--- src/rtl/bmma_pkg.sv ---
`timescale 1ns / 1ps
`default_nettype none

package bmma_pkg;

    localparam int BUCKETS_DEFAULT = 1024;

    localparam int OP_W     = 2;
    localparam int BUCKET_W = 10;
    localparam int VALUE_W  = 64;
    localparam int COUNT_W  = 32;

    localparam int IN_DATA_W  = 80;
    localparam int IN_USER_W  = 3;
    localparam int OUT_DATA_W = 176;
    localparam int OUT_USER_W = 1;

    localparam logic [OP_W-1:0] OP_ACC   = 2'd0;
    localparam logic [OP_W-1:0] OP_READ  = 2'd1;
    localparam logic [OP_W-1:0] OP_CLEAR = 2'd2;

    localparam logic [COUNT_W-1:0] COUNT_MAX = '1;

    localparam int QUEUE_DEPTH = 4;
    localparam int DIV_STEPS   = VALUE_W;

    typedef struct packed {
        logic [OP_W-1:0]     op;
        logic [BUCKET_W-1:0] bucket;
        logic                in_range;
        logic [VALUE_W-1:0]  value;
    } t_cmd;

    typedef struct packed {
        logic full;
        logic empty;
    } t_q_stat;

    typedef struct packed {
        logic busy;
        logic done;
    } t_div_stat;

endpackage

`default_nettype wire

--- src/rtl/bmma_queue.sv ---
`timescale 1ns / 1ps
`default_nettype none

module bmma_queue (
    input  wire logic           i_clk,
    input  wire logic           i_rst_n,
    input  wire logic           i_push,
    input  wire bmma_pkg::t_cmd i_cmd,
    input  wire logic           i_pop,
    output bmma_pkg::t_cmd      o_cmd,
    output bmma_pkg::t_q_stat   o_stat
);

    localparam int DEPTH = bmma_pkg::QUEUE_DEPTH;
    localparam int PW    = (DEPTH > 1) ? $clog2(DEPTH) : 1;
    localparam int CW    = $clog2(DEPTH + 1);

    bmma_pkg::t_cmd r_slots [DEPTH];
    logic [PW-1:0]  r_wr_ptr, n_wr_ptr;
    logic [PW-1:0]  r_rd_ptr, n_rd_ptr;
    logic [CW-1:0]  r_count, n_count;
    logic           do_push;
    logic           do_pop;

    assign do_push = i_push && (r_count != CW'(DEPTH));
    assign do_pop  = i_pop && (r_count != '0);

    always_comb begin
        n_wr_ptr = r_wr_ptr;
        n_rd_ptr = r_rd_ptr;
        n_count  = r_count;
        if (do_push) begin
            n_wr_ptr = (r_wr_ptr == PW'(DEPTH - 1)) ? '0 : r_wr_ptr + 1'b1;
        end
        if (do_pop) begin
            n_rd_ptr = (r_rd_ptr == PW'(DEPTH - 1)) ? '0 : r_rd_ptr + 1'b1;
        end
        if (do_push && !do_pop) begin
            n_count = r_count + 1'b1;
        end else if (do_pop && !do_push) begin
            n_count = r_count - 1'b1;
        end
    end

    always_ff @(posedge i_clk) begin
        if (!i_rst_n) begin
            r_wr_ptr <= '0;
            r_rd_ptr <= '0;
            r_count  <= '0;
        end else begin
            r_wr_ptr <= n_wr_ptr;
            r_rd_ptr <= n_rd_ptr;
            r_count  <= n_count;
        end
    end

    always_ff @(posedge i_clk) begin
        if (do_push) begin
            r_slots[r_wr_ptr] <= i_cmd;
        end
    end

    assign o_cmd        = r_slots[r_rd_ptr];
    assign o_stat.full  = (r_count == CW'(DEPTH));
    assign o_stat.empty = (r_count == '0);

endmodule

`default_nettype wire

--- config.mk ---
export PLATFORM = sky130hd
export DESIGN_NAME = bmma_queue
export DESIGN_NICKNAME = d
export VERILOG_FILES = /design/src/rtl/bmma_pkg.sv /design/src/rtl/bmma_queue.sv
export SDC_FILE = /design/constraint.sdc
export NUM_CORES = 1
export LEC_CHECK = 0
export BUFFER_PORTS_ARGS = -buffer_cell sky130_fd_sc_hd__clkbuf_2
export CELL_PAD_IN_SITES_DETAIL_PLACEMENT = 1
export CELL_PAD_IN_SITES_GLOBAL_PLACEMENT = 1
export CORE_MARGIN = 2
export CORE_UTILIZATION = 47
export CTS_BUF_LIST = sky130_fd_sc_hd__clkbuf_8
export DETAILED_ROUTE_END_ITERATION = 8
export MAX_ROUTING_LAYER = met4
export PLACE_DENSITY_LB_ADDON = 0.25
export SLEW_MARGIN = 25
export SYNTH_ARGS = -nofsm -noshare
export SYNTH_HDL_FRONTEND = slang
export SYNTH_SLANG_ARGS = --single-unit
--- constraint.sdc ---
create_clock -name i_clk -period 3.5 [get_ports i_clk]
set_input_delay 1.05 -clock i_clk [delete_from_list [all_inputs] [get_ports i_clk]]
set_output_delay 1.05 -clock i_clk [all_outputs]
set_load 0.05 [all_outputs]
==> qor.csv <==
stage,metric,value,unit
sta,final slew viol count,0,
synthesis,list of most frequent post-synthesis cells,"308 x edfxtp_1, 77 x mux4_2, 9 x dfxtp_1",
synthesis,Simple-Gate Fraction of Synth Area,0.00883,
placed_design,Area after DPL,12900,um^2
sta,Rel. slew slack,0.546,
synthesis,number of synthesized flops with an enable pin,308,
synthesis,yosys synthesis warning count,0,
cells_and_area,Final Instance Area,13900,um^2
cells_and_area,Area growth syn-to-layout,19.7,%
detailed_routing,DR vias,5397,
clocking,TritonCTS clock tree,built,
synthesis,Netlist cell types,25,
synthesis,#FFs+latches synth,317,
global_routing,antenna violations before repair,1,
synthesis,Synth area leader,edfxtp_1,
global_routing,met2 usage,0.315,
detailed_routing,Post-DRT Antenna Nets,0,
synthesis,multiplexer area fraction after synthesis,0.152,
worst_setup_path,Crit. path cell count,3,
clocking,CTS root buf,clkbuf_8,
run_status,status,"complete, no violations",
sta,ratio of final minimum period to clock period,0.940,
global_routing,GRT busiest layer,met2,
worst_setup_path,"setup slack, reg-to-reg",1.00,ns
synthesis,synth top area cells,"edfxtp_1 80%, mux4_2 15%, dfxtp_1 1.6%, buf_12 0.69%, ha_1 0.65%",
sta,FMAX,304,MHz
synthesis,xor/xnor cell area share of the yosys netlist,0.00151,
synthesis,Mapped Nets,542,
clocking,cts repair resizes,0,
pwr,Pwr Density,807,nW/um^2
worst_setup_path,worst r2r src,r_count[0],
worst_setup_path,Bufs and invs on worst path,2,
cells_and_area,share of cells above drive strength 1,0.469,
worst_hold_path,worst hold path class,register to register,
synthesis,prevailing post-synth register cell,edfxtp_1,
synthesis,post-synth top area share,0.796,
clocking,Max Root-Sink Buffers,3,
worst_setup_path,CP max stage cell,dfxtp_4,
floorplanning,Die ar.,26000,um^2
floorplanning,Top Ports,160,
global_routing,largest net degree at the start of global routing,34,
detailed_routing,DR iter-0 viols,277,
clocking,Setup Buffers After CTS,0,
placed_design,final estimated routing congestion in global placement,0.730,
synthesis,Synth Area in Compound Gates,0.00258,
sta,RSZ-0062 raised after global routing,no,
clocking,cts hold-fix bufs,0,
detailed_routing,Vias per Instance,5.18,
synthesis,Synth async-reset ratio,0,
sta,Post-Route Skew,0.0128,ns
synthesis,register area share after synthesis,0.812,
sta,setup tns final,0,ns
worst_setup_path,"CP delay by family, top",flip-flops,
pwr,Leak,4.78,nW
worst_setup_path,Setup CP Type,register to output pin,
floorplanning,die width,161,um
synthesis,top-count cell post-synth,edfxtp_1,
floorplanning,Site Rows,57,
pwr,Worst VDD drop,0.000442,V
placed_design,HPWL Detailed,14500,um
worst_setup_path,CP Capture Type,output pin,
worst_setup_path,critical-path cell list,"buf_4, mux4_2, clkbuf_2",
worst_setup_path,Startpoint Class,register,
placed_design,# port buffers,159,
global_routing,total gr overflow,0,
synthesis,Post-Syn Area per Cell,25.6,um^2
detailed_routing,wire per inst,22.4,um
floorplanning,Core Region,24300,um^2
global_routing,met1 Use GR,0.233,
worst_setup_path,max incr delay on CP,0.69,ns
sta,final number of setup-violating endpoints,0,
clocking,Clock transition at path regs,0.06,ns
worst_setup_path,Critical Path RT,2.45,ns
sta,Worst Tran Pin Value,0.675,ns
clocking,clock sink count,317,
worst_setup_path,crit path DAT,2.24,ns
cells_and_area,nets@finish,760,
detailed_routing,DRT Pass-1 Iters,4,
global_routing,GR Util All Layers,0.190,
clocking,CTS buffer count,52,
sta,Tmin final,3.29,ns
global_routing,first-pass GRT wire length,35900,um
worst_setup_path,Worst Path Max Fanout,32,
global_routing,GR Layer Usage met3,0.0508,
worst_setup_path,Worst setup endpoint,o_cmd[9],
worst_hold_path,Hold Startpoint,r_wr_ptr[1],
floorplanning,initial core utilization,0.478,
global_routing,vias in the first global route,6180,
synthesis,largest family of logic cells by synthesized area,multiplexers,
worst_setup_path,r2r endpoint,r_count[2],
synthesis,cells after synthesis,454,
detailed_routing,DRC viols,0,
worst_setup_path,Reg2Reg Depth,7,
detailed_routing,aggregate routed wire length,23300,um
flow_run,max_cap viols,0,
clocking,worst skew pair latency,0.56,ns
synthesis,Post-Synth Adder-Cell Area,0.00818,
clocking,H-Tree Depth,2,
sta,final hold vios,0,
synthesis,Post-Syn Area,11600,um^2
floorplanning,die height,161,um
cells_and_area,Filler cells,2120,
-- final cells by class --
class	instances	area, um^2	share of cell area
diodes	2	5.00	0.000360
clock buffers	57	785	0.0564
clock inverters	41	178	0.0128
inverters	3	11.3	0.000810
multi-input cells	114	2020	0.145
flip-flops and latches	317	9440	0.678
well taps	324	405	0.0291
repair buffers	184	1070	0.0770
-- worst min path at each step --
| stage | to | slack, ns | cells past startpoint |
|---|---|---|---|
| 3_3_place_gp | r_wr_ptr[1] | 0.48 | 2 |
| 3_5_place_dp | r_wr_ptr[1] | 0.50 | 2 |
| 2_1_floorplan | r_wr_ptr[1] | 0.47 | 2 |
| 5_1_grt | r_wr_ptr[0] | 0.57 | 2 |
| 4_1_cts | r_wr_ptr[1] | 0.52 | 2 |
| 6_report | r_wr_ptr[1] | 0.52 | 2 |
-- cell usage in the layout (no fill, tap or decap), types with 2 or more instances in the layout --
master,n
clkinv_1,21
edfxtp_1,308
mux4_2,77
nor2b_1,2
inv_1,11
nand3_1,2
diode_2,2
clkbuf_8,57
dfxtp_1,7
buf_12,7
clkbuf_2,159
dfxtp_4,2
and2_4,4
clkinv_2,9
nor2_1,2
o21ai_0,3
buf_4,18
clkinvlp_4,2
nand2_1,6
mux2i_1,3
ha_1,6
-- logic make-up (layout without fill, tap and decap cells) --
family                   after synthesis  count (layout)
multiplexers                          80              80
XOR/XNOR                               2               2
AO/OA/AOI/OAI                          5               5
buffers and inverters                 23             285
AND/OR/NAND/NOR                       20              20
other                                  0               2
adder cells (fa/ha/maj)                7               7
flip-flops                           317             317
-- routing by layer --
layer  up-vias  wire length, um  share of wire
met5         -                0              0
met4         0              442          0.019
met3        39             1640          0.070
met2       184            12100           0.52
met1      2779             9180           0.39
li1       2395                -              -
-- state kept, by name, indices dropped and copies added, names as in the netlist, named ones only --
name and count:
r_count 3, r_rd_ptr 2, r_slots 308, r_wr_ptr 2
-- through the flow --
| stage | worst slack [ns] | hold slack [ns] | utilization | power, W | std cells |
|---|---|---|---|---|---|
| 2_1_floorplan | 0.577 | 0.468 | - | 0.00758 | 454 |
| 3_3_place_gp | 0.652 | 0.477 | 0.530 | 0.00831 | 935 |
| 3_5_place_dp | 0.604 | 0.503 | 0.530 | 0.00841 | 935 |
| 4_1_cts | 0.00355 | 0.520 | 0.570 | 0.0114 | 1033 |
| 5_1_grt | 0.103 | 0.566 | 0.572 | 0.0117 | 1041 |
| 6_report | 0.211 | 0.520 | 0.572 | 0.0112 | 1042 |
-- where the power goes --
group	switching (W)	internal, W	total [W]	leakage (nW)
Combinational	0.00243	0.00110	0.00353	1.36
Sequential	0.000163	0.00462	0.00479	2.90
Clock	0.00141	0.00151	0.00292	0.525
Total	0.00400	0.00723	0.0112	4.78
-- worst register-to-register path: stages (launching register included) --
cell and delay, ns:
dfxtp_1 0.36, o31ai_1 0.61, ha_1 0.34, inv_1 0.08, fa_1 0.38, xor2_1 0.18, or3_1 0.30, a21boi_0 0.16
(Power assumes the default switching activity.)
