File: src/rtl/bmma_pkg.sv
`timescale 1ns / 1ps
`default_nettype none

package bmma_pkg;

    localparam int BUCKETS_DEFAULT = 1024;

    localparam int OP_W     = 2;
    localparam int BUCKET_W = 10;
    localparam int VALUE_W  = 64;
    localparam int COUNT_W  = 32;

    localparam int IN_DATA_W  = 80;
    localparam int IN_USER_W  = 3;
    localparam int OUT_DATA_W = 176;
    localparam int OUT_USER_W = 1;

    localparam logic [OP_W-1:0] OP_ACC   = 2'd0;
    localparam logic [OP_W-1:0] OP_READ  = 2'd1;
    localparam logic [OP_W-1:0] OP_CLEAR = 2'd2;

    localparam logic [COUNT_W-1:0] COUNT_MAX = '1;

    localparam int QUEUE_DEPTH = 4;
    localparam int DIV_STEPS   = VALUE_W;

    typedef struct packed {
        logic [OP_W-1:0]     op;
        logic [BUCKET_W-1:0] bucket;
        logic                in_range;
        logic [VALUE_W-1:0]  value;
    } t_cmd;

    typedef struct packed {
        logic full;
        logic empty;
    } t_q_stat;

    typedef struct packed {
        logic busy;
        logic done;
    } t_div_stat;

endpackage

`default_nettype wire

File: src/rtl/bmma_div.sv
`timescale 1ns / 1ps
`default_nettype none

module bmma_div (
    input  wire logic                         i_clk,
    input  wire logic                         i_rst_n,
    input  wire logic                         i_start,
    input  wire logic [bmma_pkg::VALUE_W-1:0] i_sum,
    input  wire logic [bmma_pkg::COUNT_W-1:0] i_count,
    output bmma_pkg::t_div_stat               o_stat,
    output logic [bmma_pkg::VALUE_W-1:0]      o_quot
);

    localparam int VW = bmma_pkg::VALUE_W;
    localparam int DW = bmma_pkg::COUNT_W;
    localparam int SW = $clog2(bmma_pkg::DIV_STEPS);

    logic          r_busy;
    logic          r_done;
    logic [SW-1:0] r_cnt;
    logic          r_neg;
    logic [VW-1:0] r_q;
    logic [DW:0]   r_rem;
    logic [DW-1:0] r_d;

    logic [DW:0]   rem_sh;
    logic          ge;
    logic [DW:0]   rem_nx;

    // restoring division, one quotient bit per cycle, dividend shifts out of r_q
    assign rem_sh = {r_rem[DW-1:0], r_q[VW-1]};
    assign ge     = rem_sh >= {1'b0, r_d};
    assign rem_nx = ge ? rem_sh - {1'b0, r_d} : rem_sh;

    always_ff @(posedge i_clk) begin
        if (!i_rst_n) begin
            r_busy <= 1'b0;
            r_done <= 1'b0;
            r_cnt  <= '0;
        end else if (i_start) begin
            r_busy <= 1'b1;
            r_done <= 1'b0;
            r_cnt  <= '0;
        end else if (r_busy) begin
            r_cnt <= r_cnt + 1'b1;
            if (r_cnt == SW'(bmma_pkg::DIV_STEPS - 1)) begin
                r_busy <= 1'b0;
                r_done <= 1'b1;
            end
        end
    end

    always_ff @(posedge i_clk) begin
        if (i_start) begin
            r_neg <= i_sum[VW-1];
            r_q   <= i_sum[VW-1] ? (VW'(0) - i_sum) : i_sum;
            r_rem <= '0;
            r_d   <= i_count;
        end else if (r_busy) begin
            r_rem <= rem_nx;
            r_q   <= {r_q[VW-2:0], ge};
        end
    end

    // truncation toward zero: divide the magnitude, then put the sign back
    assign o_quot      = r_neg ? (VW'(0) - r_q) : r_q;
    assign o_stat.busy = r_busy;
    assign o_stat.done = r_done;

endmodule

`default_nettype wire

File: config.mk
export PLATFORM = sky130hd
export DESIGN_NAME = bmma_div
export DESIGN_NICKNAME = d
export VERILOG_FILES = /design/src/rtl/bmma_pkg.sv /design/src/rtl/bmma_div.sv
export SDC_FILE = /design/constraint.sdc
export NUM_CORES = 1
export LEC_CHECK = 0
export BUFFER_PORTS_ARGS = -buffer_cell sky130_fd_sc_hd__buf_2
export CAP_MARGIN = 20
export CORE_MARGIN = 2
export CORE_UTILIZATION = 52
export CTS_CLUSTER_DIAMETER = 100
export DETAILED_ROUTE_END_ITERATION = 7
export GPL_ROUTABILITY_DRIVEN = 0
export GPL_TIMING_DRIVEN = 0
export PLACE_DENSITY_LB_ADDON = 0.1
export SLEW_MARGIN = 20
export SYNTH_ARGS = -nofsm -noshare
export SYNTH_HDL_FRONTEND = slang
export SYNTH_SLANG_ARGS = --single-unit
File: constraint.sdc
create_clock -name i_clk -period 3.7 [get_ports i_clk]
set_input_delay 1.11 -clock i_clk [delete_from_list [all_inputs] [get_ports i_clk]]
set_output_delay 1.11 -clock i_clk [all_outputs]
set_load 0.02 [all_outputs]
==> results.txt, run 1 <==
Status: complete, but fails checks
Failing checks: setup timing
Crit. End Element: primary output
Post-route setup slack: -1.06 ns
Post-DP HPWL: 21,900 um
DR vias/cell: 6.10
Max Buffers Root-to-Sink: 2
Asr flop ratio synth: 0%
Maximum Capacitance Violations: 0
Top cells by count, synth: nor2_1 (109), edfxtp_1 (97), nand2_1 (88)
Detail Route Antenna Nets: 0
Crit path kind: reg -> out
Critical Path, Cell by Cell: or4_4, or4_4, nor3_4, buf_6, nand4_4, or3_4, or3_4, o31ai_4, xnor2_2, buf_4
Leakage: 5.11 nW
Arr. time, crit path: 3.65 ns
Ranking of synthesized cells by area: edfxtp_1 (29%), dfxtp_1 (8.0%), xnor2_1 (7.1%)
CP startpoint kind: register
Tot GR Track Use: 30.6%
Largest net degree at the start of global routing: 54
Mapped Area: 9950 um^2
Period utilization: 129%
Core area: 18,800 um^2
Worst hold margin: 0.486 ns
DRC Markers: 0
Count leader, synth: nor2_1
Die width: 142 um
Dpl ws: -1.18 ns
Worst min path class: reg -> reg
Yosys top cell area share: 29.3%
Initial DRT Pass Iterations: 6
Post-synth net total: 1,247
Ports: 165
Fillers: 1,474
Num CTS Buffers: 17
Peak supply drop: 0.342 mV
Clock latency at the later pin of the worst-skew pair: 0.42 ns
Root buf cell: clkbuf_16
Area Overhead vs Synth: 29.0%
Antenna violations before repair: 0
Syn Inst Count: 1,112
Total power: 5.04 mW
Period minus WS final: 4.76 ns
Sequential share of the synthesized area: 37.3%
Worst slew margin relative to its limit: 21.2%
WL final: 31,400 um
Main synth FF type: edfxtp_1
Avg Cell Area, Syn: 8.95 um^2
Buffers on Ports: 164
Share of layout cells above drive strength 1: 28.5%
Clock Skew: 0.00996 ns
Critical path required time: 2.59 ns
Met2 Use GR: 50.8%
Fmax: 210 MHz
TritonCTS sink count: 137
Cell taking the most area after synthesis: edfxtp_1
Cell variety after synth: 68
Row cnt: 50
RSZ-0062 raised after global routing: yes
GRT met1 Usage: 39.0%
Ys Warns: 0
CP max-delay cell: or4_4
#FFs+latches synth: 137
Die H: 142 um
DR iter-0 viols: 856
DR WL/cell: 19.9 um
Vias: 9,656
First-pass GRT wire length: 47,900 um
Grt met3 use: 5.52%
Max Slew Vio Count: 0
WP buf/inv: 2
Power per cell area: 392 nW/um^2
Vias in the first global route: 9,018
Global route hottest layer: met2
Util after Layout: 68.4%
H-tree depth: 4
Crit-path max FO: 3
DIE AREA: 20,300 um^2
Clock-pin slew on the worst setup and hold paths: 0.06 ns
EDFF count, synth: 97
Remaining Overflow, GRT: 0
Fin. Hold Viols: 0
Layout net count: 1,469
Initial Util: 53.0%
Worst Tran Pin Value: 1.17 ns
Largest delay share family, worst path: simple AND/OR/NAND/NOR gates
Worst stage delay on the critical path: 0.56 ns
# setup viols final: 48
CTS tree: built
-- cell type report --
type                       instances  area [um^2]  share of cell area, %
multi-input combinational        874         6560                   51.1
sequential                       137         3710                   28.9
antenna                            1         2.50                 0.0195
clock inverter                    11         70.1                  0.546
inverter                          44          168                   1.31
tap                              234          293                   2.28
buffer                            55          248                   1.93
timing repair buffer             205         1290                   10.1
clock buffer                      21          483                   3.76
-- tightest hold or removal path, cell delays in order (launching register included) --
cell	delay, ns
dfxtp_1	0.31
o21ai_0	0.07
a21oi_1	0.06
-- metrics by stage --
step	instance area, um^2	TNS (ns)	std cells
2_1_floorplan	10200	-2.19	1112
3_3_place_gp	11300	-153.37	1510
3_5_place_dp	11400	-60.40	1511
4_1_cts	12400	-32.78	1565
5_1_grt	12800	-38.51	1581
6_report	12800	-33.11	1582
-- sequential cells by signal, summed over array words and instances (netlist names) --
signal  cells
r_done      1
r_d        32
r_busy      1
r_rem      32
r_neg       1
r_cnt       6
r_q        64
-- timing repair --
item | 4_1_cts | 5_1_grt
endpoints found under the setup margin | 80 | 190
setup buffers | 22 | 20
gates resized for setup | 87 | 76
hold buffers | 0 | 0
cloned | 0 | 0
pin swaps | 19 | 38
-- path summary, 6_finish.rpt --
check	from	endpoint	slack, ns	cells after the start
hold / removal	r_cnt[5]	r_cnt[5]	0.49	2
hold reg to reg	r_cnt[5]	r_cnt[5]	0.49	2
setup / recovery	r_q[15]	o_quot[59]	-1.06	10
setup reg to reg	r_rem[7]	r_rem[31]	0.21	12
-- report_power, final --
part | switching, mW | internal [mW] | total, mW
combinational | 0.838 | 0.596 | 1.43
sequential | 0.174 | 1.81 | 1.99
clock | 0.685 | 0.931 | 1.62
-- placed cells by master (no fill, tap or decap), types with 15 or more instances in the layout --
| cell type | netlist | final |
|---|---|---|
| a21o_1 | 15 | 15 |
| a21oi_1 | 85 | 84 |
| buf_2 | 2 | 131 |
| buf_4 | 3 | 61 |
| buf_6 | 0 | 16 |
| clkbuf_1 | 48 | 38 |
| clkbuf_16 | 0 | 19 |
| dfxtp_1 | 40 | 40 |
| edfxtp_1 | 97 | 97 |
| ha_1 | 35 | 35 |
| inv_1 | 44 | 43 |
| mux2_2 | 17 | 17 |
| nand2_1 | 88 | 77 |
| nand3_1 | 27 | 23 |
| nor2_1 | 109 | 108 |
| o21ai_0 | 69 | 53 |
| o31ai_1 | 37 | 25 |
| or3_1 | 24 | 19 |
| xnor2_1 | 81 | 68 |
| xor2_1 | 69 | 68 |
-- metal layers --
layer,wire (um),share of wire (%)
met5,0,0
met4,1210,3.8
met1,12600,40
met2,15300,49
met3,2340,7.4
-- kinds of logic (layout without fill, tap and decap cells) --
logic type | Yosys count | in the layout | share of synthesized area (%)
xor+xnor | 150 | 150 | 13.2
mux | 19 | 19 | 2.13
flops | 137 | 137 | 37.3
fa+ha+maj | 36 | 36 | 4.60
simple gates | 365 | 365 | 18.5
buf+inv | 101 | 336 | 3.95
compound gates | 304 | 304 | 20.3
other cells | 0 | 1 | 0
Note: power is estimated with default switching activity, not from simulation.
==> run 2, diff against run 1 <==
--- a/config.mk
+++ b/config.mk
@@ -8,7 +8,7 @@
 export BUFFER_PORTS_ARGS = -buffer_cell sky130_fd_sc_hd__buf_2
 export CAP_MARGIN = 20
 export CORE_MARGIN = 2
-export CORE_UTILIZATION = 52
+export CORE_UTILIZATION = 55
 export CTS_CLUSTER_DIAMETER = 100
 export DETAILED_ROUTE_END_ITERATION = 7
 export GPL_ROUTABILITY_DRIVEN = 0
==> constraint.sdc (replaced) <==
create_clock -name i_clk -period 5.42 [get_ports i_clk]
set_input_delay 1.626 -clock i_clk [delete_from_list [all_inputs] [get_ports i_clk]]
set_output_delay 1.626 -clock i_clk [all_outputs]
set_load 0.02 [all_outputs]
==> run 2 against run 1 <==
Net effect:
- the run now ends clean
- combinational power down 39%
- register-to-register slack improved by 1.1 ns
- sequential cell count is the same
- critical path type unchanged
- largest cell class unchanged
- highest routed layer unchanged
==> results.txt, run 2 (synthesized netlist as in run 1, its figures left out) <==
Max Slew Vio Count: 0 (unchanged)
Fillers: 1,540 (was 1,474)
Clock network power share: 35.7% (was 32.1%)
Power per cell area: 291 nW/um^2 (was 392 nW/um^2)
Worst Tran Pin Value: 0.906 ns (was 1.17 ns)
Num CTS Buffers: 17 (unchanged)
Comb power frac: 25.5% (was 28.5%)
Diode count: 0 (was 1)
# setup viols final: 0 (was 48)
Clock-pin slew on the worst setup and hold paths: 0.07 ns (was 0.06 ns)
Psw: 1.13 mW (was 1.70 mW)
CP max-delay cell: or4_4 (unchanged)
Fmax: 187 MHz
Most common cell after layout, fill and taps aside: buf_2 (unchanged)
Core area: 17,800 um^2 (was 18,800 um^2)
Crit path kind: reg -> out (unchanged)
Initial DRT Pass Iterations: 7 (was 6)
Remaining Overflow, GRT: 0 (unchanged)
Routed length on met2: 14,200 um (was 15,300 um)
Multi-input gate area: 5880 um^2 (was 6560 um^2)
Peak supply drop: 0.205 mV (was 0.342 mV)
Hold Buf Count CTS: 0 (unchanged)
Top sig layer: met4 (unchanged)
Worst slew margin relative to its limit: 39.6% (was 21.2%)
Buffers on Ports: 164 (unchanged)
Layout net count: 1,443 (was 1,469)
Vias: 9,542 (was 9,656)
Clock Skew: 0.00718 ns (was 0.00996 ns)
Share of power burned in registers: 38.8% (was 39.4%)
Maximum Capacitance Violations: 0 (unchanged)
H-tree depth: 4 (unchanged)
Most frequent cells in the layout: buf_2 (166), nor2_1 (109), edfxtp_1 (97) (was buf_2 (131), nor2_1 (108), edfxtp_1 (97))
Worst stage delay on the critical path: 0.58 ns (was 0.56 ns)
TritonCTS sink count: 137 (unchanged)
DRC Markers: 0 (unchanged)
CTS tree: built (unchanged)
Detail Route Antenna Nets: 0 (unchanged)
Period utilization: 98.5%
Reg with most FFs: r_q (unchanged)
DIE AREA: 19,200 um^2 (was 20,300 um^2)
Share of layout cells above drive strength 1: 19.9% (was 28.5%)
Cell area after layout: 11,800 um^2 (was 12,800 um^2)
Tot GR Track Use: 30.5% (was 30.6%)
RSZ-0062 raised after global routing: no (was yes)
Crit. End Element: primary output (unchanged)
Status: complete, no violations (was complete, but fails checks)
Register area: 3710 um^2 (unchanged)
Switching Share: 32.9% (was 33.7%)
Internal power: 2.31 mW (was 3.34 mW)
Initial Util: 55.8% (was 53.0%)
Period minus WS final: 5.34 ns
DR WL/cell: 19.3 um (was 19.9 um)
Max FFs per register: 64 (unchanged)
Root buf cell: clkbuf_16 (unchanged)
Vias in the first global route: 9,104 (was 9,018)
Area Overhead vs Synth: 18.9% (was 29.0%)
Worst min path class: reg -> reg (unchanged)
Fin. Hold Viols: 0 (unchanged)
Worst hold margin: 0.491 ns (was 0.486 ns)
CP startpoint kind: register (unchanged)
Routed wl met3: 2560 um (was 2340 um)
First-pass GRT wire length: 46,900 um (was 47,900 um)
Largest net degree at the start of global routing: 56 (was 54)
DR vias/cell: 6.16 (was 6.10)
Post-route setup slack: 0.0816 ns (was -1.06 ns)
Antenna violations before repair: 0 (unchanged)
Die H: 139 um (was 142 um)
Critical Path, Cell by Cell: or4_4, or4_4, nor3_4, or3b_2, nor4_4, nand2_1, o41ai_2, xnor2_1, buf_2 (was or4_4, or4_4, nor3_4, buf_6, nand4_4, or3_4, or3_4, o31ai_4, xnor2_2, buf_4)
Arr. time, crit path: 3.71 ns (was 3.65 ns)
Most used cell, CP: or4_4
DR iter-0 viols: 900 (was 856)
Row cnt: 49 (was 50)
Regs by FF count: r_q: 64 flops, r_d: 32 flops, r_rem: 32 flops (unchanged)
Clock latency at the later pin of the worst-skew pair: 0.43 ns (was 0.42 ns)
Routed metal-1 wirelength: 11,900 um (was 12,600 um)
WL final: 29,800 um (was 31,400 um)
Crit-path max FO: 4 (was 3)
Die width: 139 um (was 142 um)
TNS Setup: 0 ns (was -33.11 ns)
Total power: 3.44 mW (was 5.04 mW)
Leakage: 4.64 nW (was 5.11 nW)
Critical path required time: 3.79 ns (was 2.59 ns)
Ports: 165 (unchanged)
Dpl ws: 0.139 ns (was -1.18 ns)
Area after DPL: 11,100 um^2 (was 11,400 um^2)
Max Buffers Root-to-Sink: 2 (unchanged)
Post-DP HPWL: 21,700 um (was 21,900 um)
-- run 2: cell count changes in the layout (fill, tap and decap cells not counted), sizes merged, moves of 2 or more --
cell,change
buf,-27
bufinv,+3
clkdlybuf4s15,-2
inv,+2
-- run 2: layer usage --
metal	track usage, %	vias up
met1	38.1	4418
met4	15.0	0
met3	5.75	97
li1	-	4511
met2	51.0	516
met5	0	-
-- run 2: critical path, delay by kind of cell (launching register included) --
kind	cells	cell delay [ns]
and+or+nand+nor	6	2.26
DFF	1	0.45
AOI/OAI and AO/OA	1	0.25
buffers and inverters	1	0.18
xor gates and xnor gates	1	0.15
-- run 2: layout make-up --
class	count	area share [%]
Multi-Input combinational cell	874	49.7
Sequential cell	137	31.4
Timing Repair Buffer	177	7.91
Clock buffer	17	3.60
Tap cell	229	2.42
Buffer	57	1.92
Clock inverter	15	1.64
Inverter	44	1.42
-- run 2: power groups by stage --
stage | clock network, mW | logic (mW) | registers, mW
2_1_floorplan | 0 | 0.587 | 1.32
3_3_place_gp | 0 | 0.844 | 1.35
3_5_place_dp | 0 | 0.854 | 1.35
4_1_cts | 1.24 | 0.867 | 1.33
5_1_grt | 1.28 | 0.949 | 1.35
6_report | 1.23 | 0.877 | 1.34
-- run 2: worst paths after layout --
path,from,to,slack [ns],depth (start not counted)
hold reg to reg,r_rem[14],r_rem[14],0.49,2
setup reg to reg,r_d[6],r_rem[11],1.29,13
hold / removal,r_rem[14],r_rem[14],0.49,2
setup / recovery,r_q[15],o_quot[52],0.08,9
-- run 2: metrics by stage --
step	util [%]	instances
6_report	66.3	1550
3_3_place_gp	62.0	1505
3_5_place_dp	62.1	1506
2_1_floorplan	-	1112
5_1_grt	66.3	1550
4_1_cts	66.0	1544
-- run 2: timing repair --
item | in CTS | in global routing
pin swaps | 2 | 2
setup buffers | 6 | 5
setup endpoints to repair | 5 | 8
resized for setup | 3 | 4
==> run 3, diff against run 2 <==
--- a/config.mk
+++ b/config.mk
@@ -5,7 +5,7 @@
 export SDC_FILE = /design/constraint.sdc
 export NUM_CORES = 1
 export LEC_CHECK = 0
-export BUFFER_PORTS_ARGS = -buffer_cell sky130_fd_sc_hd__buf_2
+export BUFFER_PORTS_ARGS = -buffer_cell sky130_fd_sc_hd__clkbuf_2
 export CAP_MARGIN = 20
 export CORE_MARGIN = 2
 export CORE_UTILIZATION = 55
==> run 3 against run 2 <==
Net effect:
- clock-buffer cell count increased by 1
- maximum frequency fell by 0.46%
- first-iteration DRC count fell by 6.9%
- hold slack worse by 0.0079 ns
- cell count fell by 0.13%
- largest cell class unchanged
- largest power group unchanged
- highest routed layer unchanged
==> results.txt, run 3 (synthesized netlist as in run 1, its figures left out) <==
DR vias/cell: 6.15 (was 6.16)
First-pass GRT wire length: 46,400 um (was 46,900 um)
Layout net count: 1,441 (was 1,443)
Area Overhead vs Synth: 19.0% (was 18.9%)
Worst slew margin relative to its limit: 18.0% (was 39.6%)
Detail Route Antenna Nets: 0 (unchanged)
Clock-pin slew on the worst setup and hold paths: 0.06 ns (was 0.07 ns)
Fillers: 1,528 (was 1,540)
Crit. End Element: primary output (unchanged)
Worst stage delay on the critical path: 0.57 ns (was 0.58 ns)
Status: complete, no violations (unchanged)
Regs by FF count: r_q: 64 flops, r_d: 32 flops, r_rem: 32 flops (unchanged)
DRC Markers: 0 (unchanged)
Peak supply drop: 0.222 mV (was 0.205 mV)
Reg with most FFs: r_q (unchanged)
# setup viols final: 0 (unchanged)
Power per cell area: 294 nW/um^2 (was 291 nW/um^2)
H-tree depth: 4 (unchanged)
Initial DRT Pass Iterations: 5 (was 7)
Remaining Overflow, GRT: 0 (unchanged)
Die H: 139 um (unchanged)
Final non-filler cell total: 1,548 (was 1,550)
Vias in the first global route: 8,954 (was 9,104)
Clock latency at the later pin of the worst-skew pair: 0.43 ns (about the same)
CTS tree: built (unchanged)
Core area: 17,800 um^2 (unchanged)
Largest delay share family, worst path: simple AND/OR/NAND/NOR gates (unchanged)
Initial Util: 55.8% (unchanged)
Buffers on Ports: 164 (unchanged)
Largest net degree at the start of global routing: 59 (was 56)
Clock Skew: 0.00846 ns (was 0.00718 ns)
Crit-path max FO: 4 (unchanged)
Max FFs per register: 64 (unchanged)
Vias: 9,527 (was 9,542)
Period utilization: 98.9% (was 98.5%)
Most common cell after layout, fill and taps aside: clkbuf_2 (was buf_2)
Max Buffers Root-to-Sink: 2 (unchanged)
DR WL/cell: 19.3 um (about the same)
CP max-delay cell: or4_4 (unchanged)
Util after Layout: 66.3% (about the same)
Maximum Capacitance Violations: 0 (unchanged)
Num CTS Buffers: 17 (unchanged)
Worst Tran Pin Value: 1.22 ns (was 0.906 ns)
Critical path required time: 3.79 ns (about the same)
Max Slew Vio Count: 0 (unchanged)
Die width: 139 um (unchanged)
Antenna violations before repair: 0 (unchanged)
Fmax: 186 MHz (was 187 MHz)
Hold Buf Count CTS: 0 (unchanged)
Root buf cell: clkbuf_16 (unchanged)
Most frequent cells in the layout: clkbuf_2 (163), nor2_1 (109), edfxtp_1 (97) (was buf_2 (166), nor2_1 (109), edfxtp_1 (97))
Ports: 165 (unchanged)
Period minus WS final: 5.36 ns (was 5.34 ns)
Leakage: 4.67 nW (was 4.64 nW)
Diode count: 0 (unchanged)
CP startpoint kind: register (unchanged)
TritonCTS sink count: 137 (unchanged)
Post-DP HPWL: 21,700 um (about the same)
Row cnt: 49 (unchanged)
Arr. time, crit path: 3.74 ns (was 3.71 ns)
Crit path kind: reg -> out (unchanged)
Fin. Hold Viols: 0 (unchanged)
Tot GR Track Use: 30.2% (was 30.5%)
WL final: 29,800 um (about the same)
Worst min path class: reg -> reg (unchanged)
DIE AREA: 19,200 um^2 (unchanged)
Share of layout cells above drive strength 1: 19.8% (was 19.9%)
DR iter-0 viols: 838 (was 900)
WP buf/inv: 2 (was 1)
Cells after DPL: 1,506 (unchanged)
Critical Path, Cell by Cell: or4_4, or4_4, nor3_4, buf_4, nand4_4, or3_4, or3_4, o31ai_4, xnor2_1, clkbuf_2 (was or4_4, or4_4, nor3_4, or3b_2, nor4_4, nand2_1, o41ai_2, xnor2_1, buf_2)
## run 3: cell count changes in the layout (fill, tap and decap cells not counted), moves of 2 or more
cell,change
clkinv_4,-4
clkbuf_2,+162
buf_2,-163
clkinv_2,+2
## run 3: timing repair
item | 4_1_cts | 5_1_grt
gates cloned | 0 | 0
pin swaps | 2 | 3
endpoints found under the setup margin | 5 | 12
resized for setup | 3 | 8
setup buffers | 6 | 4
## run 3: final timing paths
kind           endpoint  startpoint  slack, ns  cells past startpoint
max          o_quot[59]     r_q[15]       0.06                     10
min           r_rem[14]   r_rem[14]       0.48                      2
max reg2reg    r_rem[7]      r_d[6]       1.40                     13
min reg2reg   r_rem[14]   r_rem[14]       0.48                      2
## run 3: power breakdown
part	leakage [nW]	switching, mW	internal [mW]
logic	3.09	0.542	0.337
registers	1.28	0.0983	1.24
clock network	0.305	0.479	0.784
total	4.67	1.12	2.36
## run 3: final cells by class
| class | instances | area (um^2) | share of cell area (%) |
|---|---|---|---|
| Tap cell | 229 | 287 | 2.42 |
| Clock inverter | 14 | 193 | 1.63 |
| Clock buffer | 18 | 439 | 3.71 |
| Timing Repair Buffer | 175 | 923 | 7.80 |
| Multi-Input combinational cell | 874 | 5880 | 49.7 |
| Sequential cell | 137 | 3710 | 31.4 |
| Buffer | 57 | 228 | 1.92 |
| Inverter | 44 | 168 | 1.42 |
## run 3: worst register-to-register path: cells and delay by family, from the launching register on
family                     cells  cell delay (ns)
buffers and inverters          3             0.76
and+or+nand+nor                1             0.16
DFF                            1             0.35
AOI/OAI and AO/OA              8             2.44
adders and majority gates      1             0.21
## run 3: stage by stage
stage               instance area (um^2)  setup slack (ns)  TNS (ns)  hold WS [ns]  power (mW)
floorplan                           9950             0.804         0         0.442        1.91
global placement                   11100            -0.618    -39.17         0.469        2.20
detailed placement                 11100            0.0877         0         0.469        2.21
CTS                                11800           0.00710         0         0.481        3.47
global route                       11800          -0.00416  -0.00648         0.507        3.61
finish                             11800            0.0571         0         0.483        3.48
## run 3: metal layers
metal / routed length, um / track usage [%] / part of all wire, %
met1: 12000 / 38.1 / 40
met2: 14300 / 50.7 / 48
met5: 0 / 0 / 0
met4: 1300 / 15.2 / 4.4
met3: 2210 / 4.75 / 7.4
